--- config.mk ---
export PLATFORM = sky130hd
export DESIGN_NAME = ntt_mulmod
export DESIGN_NICKNAME = d
export VERILOG_FILES = /design/src/hw/rtl/ntt_pkg.sv /design/src/hw/rtl/ntt_mulmod.sv
export SDC_FILE = /design/constraint.sdc
export NUM_CORES = 1
export LEC_CHECK = 0
export ABC_CLOCK_PERIOD_IN_PS = 13500
export BUFFER_PORTS_ARGS = -buffer_cell sky130_fd_sc_hd__buf_2
export CORE_ASPECT_RATIO = 2
export CORE_MARGIN = 1.5
export CORE_UTILIZATION = 60
export DETAILED_ROUTE_END_ITERATION = 10
export PLACE_DENSITY = 0.82
export RECOVER_POWER = 100
export SYNTH_ARGS = -nofsm -noshare
export SYNTH_HDL_FRONTEND = slang
export SYNTH_SLANG_ARGS = --single-unit
--- constraint.sdc ---
create_clock -name clk -period 13.5 [get_ports clk]
set_input_delay 1.35 -clock clk [delete_from_list [all_inputs] [get_ports clk]]
set_output_delay 1.35 -clock clk [all_outputs]
set_load 0.05 [all_outputs]
--- src/hw/rtl/ntt_pkg.sv ---
// Shared types, codes and reset values for the number theoretic transform core.
// No dependencies; every other file of the block imports this package.
package ntt_pkg;

  localparam int CoefW        = 62;
  localparam int MaxPointsDef = 1024;
  localparam int PaddrW       = 5;
  localparam int PdataW       = 64;

  typedef logic [CoefW-1:0] coef_t;

  // Input item modes.
  localparam logic [1:0] MODE_WRITE = 2'd0;
  localparam logic [1:0] MODE_RUN   = 2'd1;
  localparam logic [1:0] MODE_READ  = 2'd2;
  localparam logic [1:0] MODE_IDLE  = 2'd3;

  // Result status codes.
  localparam logic [1:0] STATUS_OK    = 2'd0;
  localparam logic [1:0] STATUS_RANGE = 2'd1;
  localparam logic [1:0] STATUS_VALUE = 2'd2;

  // Register indexes on the configuration port.
  localparam logic [1:0] REG_MODULUS = 2'd0;
  localparam logic [1:0] REG_ROOT    = 2'd1;
  localparam logic [1:0] REG_INVERSE = 2'd2;
  localparam logic [1:0] REG_LOG_LEN = 2'd3;

  localparam coef_t      MODULUS_RST = coef_t'(998244353);
  localparam coef_t      ROOT_RST    = coef_t'(3);
  localparam logic [3:0] LOG_LEN_RST = 4'd10;

endpackage

--- src/hw/rtl/ntt_mulmod.sv ---
// Bit-serial modular multiplier: res = (a * b) mod m, one bit of b per cycle.
// Operand a must already be below m. Depends on ntt_pkg.
module ntt_mulmod (
  input  logic          clk,
  input  logic          rst,
  input  logic          go,
  input  ntt_pkg::coef_t a,
  input  ntt_pkg::coef_t b,
  input  ntt_pkg::coef_t m,
  output ntt_pkg::coef_t res,
  output logic          done
);
  import ntt_pkg::*;

  localparam int CntW = $clog2(CoefW);

  coef_t            acc;
  coef_t            a_q;
  coef_t            b_q;
  coef_t            m_q;
  logic [CntW-1:0]  cnt;
  logic             active;
  logic [CoefW:0]   dbl;
  logic [CoefW:0]   dbl_red;
  logic [CoefW:0]   add;
  logic [CoefW:0]   acc_next;

  // Double the partial result, reduce, then conditionally add a and reduce.
  always_comb begin
    dbl     = {acc, 1'b0};
    dbl_red = (dbl >= {1'b0, m_q}) ? dbl - {1'b0, m_q} : dbl;
    add     = dbl_red + {1'b0, a_q};
    if (b_q[cnt]) begin
      acc_next = (add >= {1'b0, m_q}) ? add - {1'b0, m_q} : add;
    end else begin
      acc_next = dbl_red;
    end
  end

  always_ff @(posedge clk) begin
    if (rst) begin
      active <= 1'b0;
      done   <= 1'b0;
    end else begin
      done <= 1'b0;
      if (go) begin
        acc    <= '0;
        a_q    <= a;
        b_q    <= b;
        m_q    <= m;
        cnt    <= CntW'(CoefW - 1);
        active <= 1'b1;
      end else if (active) begin
        acc <= acc_next[CoefW-1:0];
        if (cnt == '0) begin
          active <= 1'b0;
          done   <= 1'b1;
        end else begin
          cnt <= cnt - 1'b1;
        end
      end
    end
  end

  assign res = acc;

endmodule

==> results of run 1 <==
[state kept, by name (all words and copies together), names as in the netlist]
signal,cells
done,1
active,1
b_q,62
a_q,62
res,62
cnt,6
m_q,62
[through the flow]
stage | setup slack [ns] | utilization | cells | hold slack, ns | area [um^2]
6_report | 0.729 | 0.676 | 3073 | 0.510 | 24200
5_1_grt | 0.554 | 0.676 | 3072 | 0.526 | 24200
4_1_cts | 2.22 | 0.679 | 3072 | 0.507 | 24300
3_5_place_dp | 2.35 | 0.653 | 3024 | 0.498 | 23400
3_3_place_gp | 2.57 | 0.653 | 3024 | 0.487 | 23400
2_1_floorplan | 3.07 | - | 2420 | 0.453 | 21800
[cell type report]
class,count,area share
antenna,1,0.000103
tap,450,0.0233
inverter,121,0.0188
timing repair buffer,279,0.0559
sequential,256,0.317
clock inverter,19,0.0114
multi-input combinational,1918,0.546
clock buffer,29,0.0274
[per-layer routing]
metal	GRT usage	vias up
li1	-	9523
met1	0.445	10000
met2	0.763	1425
met3	0.140	611
met4	0.473	6
met5	0	-
[final timing paths]
| kind | to |
|---|---|
| hold reg to reg | done$_SDFF_PP0_ |
| setup reg to reg | res[57]$_SDFFCE_PP0P_ |
| setup / recovery | res[57]$_SDFFCE_PP0P_ |
| hold / removal | done$_SDFF_PP0_ |
[Yosys cell counts, types with 8 or more instances]
library cell,instances
clkbuf_1,79
nand2b_1,16
mux2i_1,16
a311oi_1,24
ha_1,189
a221oi_1,14
inv_1,121
or3_1,9
nand3_1,78
mux4_2,11
xnor2_1,103
o31ai_1,22
a211oi_1,45
xor2_1,62
o211ai_1,29
nor2b_1,12
edfxtp_1,254
a21oi_1,240
a31oi_1,53
nand2_1,183
and4_1,12
and3_1,23
nor3_1,46
nor4_1,10
nor2_1,188
buf_2,34
o21a_1,36
and2_1,15
a21o_1,97
o21bai_1,34
a21boi_0,13
a211o_1,13
nand4_1,33
or2_2,8
o21ai_0,161
[kinds of logic after synthesis]
logic type,count (synthesis)
AOI/OAI and AO/OA,874
xor gates and xnor gates,167
adders and majority gates,192
buffers and inverters,246
DFF,256
muxes,30
and+or+nand+nor,655
[worst max-delay path: cells and delay by family (launching register included)]
kind	cells	cell delay, ns
AO/OA/AOI/OAI	21	7.40
XOR/XNOR	1	0.21
adder cells (fa/ha/maj)	3	1.19
buffers and inverters	1	0.97
flip-flops	1	0.43
AND/OR/NAND/NOR	6	2.21
==> flow_metrics.tcl, run 1 <==
set metrics [dict create \
    finalHoldViolations 0 \
    synth_edf_count 254 \
    post_route_cells_drive_above_1_share 0.112 \
    cts_htree_levels 1 \
    synthArstFlopShare 0 \
    worstMarginPinSlew_ns 4.86 \
    synth_top_flop_cell "edfxtp_1" \
    timing.critical_path.from_type "flop" \
    seq_area_frac_synth 0.351 \
    rsz0062_at_grt "false" \
    routed-wl-met3_um 8660 \
    vias_per_cell 7.02 \
    dr_total_vias 21600 \
    critical_path.startpoint "res[3]$_SDFFCE_PP0P_" \
    crit_arrival_ns 13.04 \
    grt_max_degree 71 \
    clock_tree_from_tritoncts "yes" \
    fmaxAchievable_ghz 0.0783 \
    slew_headroom -2.24 \
    cts-root-buf "clkbuf_16" \
    synthesis.instances 2420 \
    wl_met2_um 41400 \
    synth-seq-cells 256 \
    mappedNetlistNets 2801 \
    layout_commonest_cell "edfxtp_1" \
    ff_latch_area_mm2 0.00767 \
    maxSlewViolCount 317 \
    ctsLongestPathBuffers 3 \
    tns_ns 0 \
    synth_area_in_simple_gates 0.141 \
    hold_critical_path_depth 1 \
    antenna_violating_nets_post_route 0 \
    ys_top_cells_by_area "edfxtp_1 35%, ha_1 11%, a21oi_1 5.5%, xnor2_1 4.1%, o21ai_0 3.7%" \
    cap_violations 6 \
    postSynthAreaPerCell_um2 9.02 \
    insertion_delay_to_the_later_sink_of_the_worst_skew_pair_ns 0.60 \
    adder_cell_area_share_of_the_yosys_netlist 0.111 \
    yosys.area_share.xor_xnor 0.0677 \
    worst-endpoint-required_ns 13.77 \
    port_buffers 251 \
    layout_min_cycle_time_ns 12.77 \
    clk_pin_slew_ns 0.08 \
    post_cts_resized 0 \
    route.detailed.wl_per_inst_um 28.5 \
    fill_cells 2945 \
    cts_made_buffers 26 \
    synth_compound_area_frac 0.263 \
    cell_repeated_most_along_the_worst_path "a21oi_1" \
    die_width_um 138 \
    place.gp.congestion 1.10 \
    layout-area-overhead-vs-synth_pct 10.8 \
    synth_top_family_by_area "compound AO/OA/AOI/OAI gates" \
    run_status "finished, violations left" \
    finClkSkew_ns 0.0256 \
    placeable_core_region_mm2 0.0358 \
    clock_sinks 256 \
    worst-r2r-setup-slack_ns 0.73 \
    drt_pre_antenna_iters 8 \
    synth_largest_area_cell "edfxtp_1" \
    biggest_fanout_along_the_worst_timing_path 50 \
    drt_first_iter_violations 2067 \
    route.final.wire_length_um 87500 \
    total_die_area_mm2 0.0376 \
    top_level_ports 252 \
    worstHoldStart "active$_SDFF_PP0_" \
    violations_in_the_final_reports "max-capacitance violations, max-slew violations" \
    multiInputGateArea_mm2 0.0132 \
    layout_common_cells "254 x edfxtp_1, 240 x a21oi_1, 189 x ha_1" \
    detail_route.wirelength.met1_um 26500 \
    setup_viol_count_final 0 \
    yosysWarningCount 0 \
    yosys.cell_types.count 87 \
    antenna_found_initial 5 \
    reg2regPathDepth 32 \
    post_dp_hpwl_um 64600 \
    timing.critical_path.slowest_stage_cell "nor2_1" \
    grt_remaining_overflow 0 \
    syn-cell-area_mm2 0.0218 \
    grtUsageTotal 0.467 \
    first_global_vias 22200 \
    initial_core_util 0.610 \
    top_layer "met5" \
    mux_contribution_to_synthesized_area 0.0202 \
    crit_path_max_incr_delay_ns 1.00 \
    floorplan.die.height_um 273 \
    rows 98 \
    critical_path_class "reg -> reg" \
    hold_buffers 0 \
    final.period_utilization 0.946 \
    end_kind "flop" \
    post-cts-setup-buffers 0 \
    hold_path_class "reg -> reg" \
    synthDominantCellAreaShare 0.349 \
    rr_startpoint "res[3]$_SDFFCE_PP0P_" \
    grt_first_pass_wirelength_um 129000 \
    fin_nets 2983 \
    drc 0 \
]
Power of run 1 is not shown: default switching activity piles up to over one toggle a cycle in this logic, so the estimate is an artifact.
==> run 2, diff against run 1 <==
--- a/config.mk
+++ b/config.mk
@@ -11,8 +11,9 @@
 export CORE_MARGIN = 1.5
 export CORE_UTILIZATION = 60
 export DETAILED_ROUTE_END_ITERATION = 10
+export MAX_ROUTING_LAYER = met4
 export PLACE_DENSITY = 0.82
-export RECOVER_POWER = 100
+export SLEW_MARGIN = 20
 export SYNTH_ARGS = -nofsm -noshare
 export SYNTH_HDL_FRONTEND = slang
 export SYNTH_SLANG_ARGS = --single-unit
==> flow_metrics.tcl, run 2 (synthesis results as in run 1) <==
set metrics [dict create \
    run_status "finished, final reports clean" \
    end_kind "flop" \
    finalHoldViolations 0 \
    layout_common_cells "254 x edfxtp_1, 251 x buf_2, 240 x a21oi_1" \
    timing.critical_path.from_type "flop" \
    ctsLongestPathBuffers 3 \
    cap_violations 0 \
    clk_pin_slew_ns 0.07 \
    finClkSkew_ns 0.0174 \
    rows 98 \
    layout_min_cycle_time_ns 12.43 \
    vias_per_cell 7.06 \
    post-cts-setup-buffers 0 \
    post_route_cells_drive_above_1_share 0.141 \
    grt_max_degree 165 \
    worst-endpoint-required_ns 13.87 \
    route.detailed.wl_per_inst_um 28.0 \
    final.period_utilization 0.921 \
    crit_arrival_ns 12.80 \
    layout_commonest_cell "edfxtp_1" \
    antenna_found_initial 3 \
    antenna_violating_nets_post_route 0 \
    ff_latch_area_mm2 0.00767 \
    cts_made_buffers 25 \
    hold_path_class "reg -> reg" \
    maxSlewViolCount 0 \
    setup_viol_count_final 0 \
    die_width_um 138 \
    grt_first_pass_wirelength_um 127000 \
    worstMarginPinSlew_ns 1.28 \
    critical_path_class "reg -> reg" \
    fin_nets 2978 \
    first_global_vias 22200 \
    dr_total_vias 21700 \
    slew_headroom 0.142 \
    placeable_core_region_mm2 0.0358 \
    grtUsageTotal 0.472 \
    crit_path_max_incr_delay_ns 0.86 \
    timing.critical_path.slowest_stage_cell "a21oi_1" \
    grt_remaining_overflow 0 \
    port_buffers 251 \
    drt_pre_antenna_iters 8 \
    place.gp.congestion 1.10 \
    cts-root-buf "clkbuf_16" \
    clock_sinks 256 \
    rsz0062_at_grt "false" \
    biggest_fanout_along_the_worst_timing_path 28 \
    floorplan.die.height_um 273 \
    layout-area-overhead-vs-synth_pct 11.2 \
    drc 0 \
    initial_core_util 0.610 \
    fill_cells 2891 \
    fmaxAchievable_ghz 0.0804 \
    multiInputGateArea_mm2 0.0132 \
    tns_ns 0 \
    hold_buffers 0 \
    clock_tree_from_tritoncts "yes" \
    post_cts_resized 0 \
    top_level_ports 252 \
    cts_htree_levels 1 \
    post_dp_hpwl_um 63800 \
    route.final.wire_length_um 86000 \
    drt_first_iter_violations 2074 \
    insertion_delay_to_the_later_sink_of_the_worst_skew_pair_ns 0.59 \
    total_die_area_mm2 0.0376 \
]
==> run 2: critical path: cells and delay by family, from the launching register on <==
| kind | cells | cell delay [ns] |
|---|---|---|
| AND/OR/NAND/NOR | 9 | 2.98 |
| flip-flops | 1 | 0.48 |
| adder cells (fa/ha/maj) | 3 | 1.20 |
| AO/OA/AOI/OAI | 15 | 6.00 |
| buffers and inverters | 3 | 0.98 |
| XOR/XNOR | 1 | 0.53 |
==> run 2: final timing paths <==
check	to	cells after the start	slack, ns	start
setup / recovery	res[12]$_SDFFCE_PP0P_	31	1.07	res[18]$_SDFFCE_PP0P_
hold / removal	done$_SDFF_PP0_	1	0.50	active$_SDFF_PP0_
setup reg to reg	res[12]$_SDFFCE_PP0P_	31	1.07	res[18]$_SDFFCE_PP0P_
hold reg to reg	done$_SDFF_PP0_	1	0.50	active$_SDFF_PP0_
==> run 2: cell type report <==
class | instances | area share
multi-input combinational | 1918 | 0.545
antenna | 3 | 0.000309
timing repair buffer | 275 | 0.0597
sequential | 256 | 0.316
inverter | 121 | 0.0187
tap | 450 | 0.0232
clock buffer | 26 | 0.0259
clock inverter | 19 | 0.0112
==> run 2: per-layer routing <==
layer	up-vias	GRT usage	routed length (um)
met4	0	0.467	10500
met1	10100	0.436	26100
met5	-	-	0
met3	617	0.145	8550
li1	9536	-	-
met2	1449	0.745	40800
==> run 2: through the flow <==
| stage | setup WS [ns] | utilization | hold WS (ns) | cells | instance area (um^2) |
|---|---|---|---|---|---|
| after global routing | 0.803 | 0.678 | 0.510 | 3068 | 24300 |
| after CTS | 1.50 | 0.677 | 0.503 | 3065 | 24300 |
| after floorplan | 3.07 | - | 0.453 | 2420 | 21800 |
| after detailed placement | 1.60 | 0.652 | 0.492 | 3020 | 23300 |
| final | 1.07 | 0.678 | 0.501 | 3068 | 24300 |
| after global placement | 1.61 | 0.652 | 0.475 | 3020 | 23300 |
Power of run 2 is left out for the same reason.
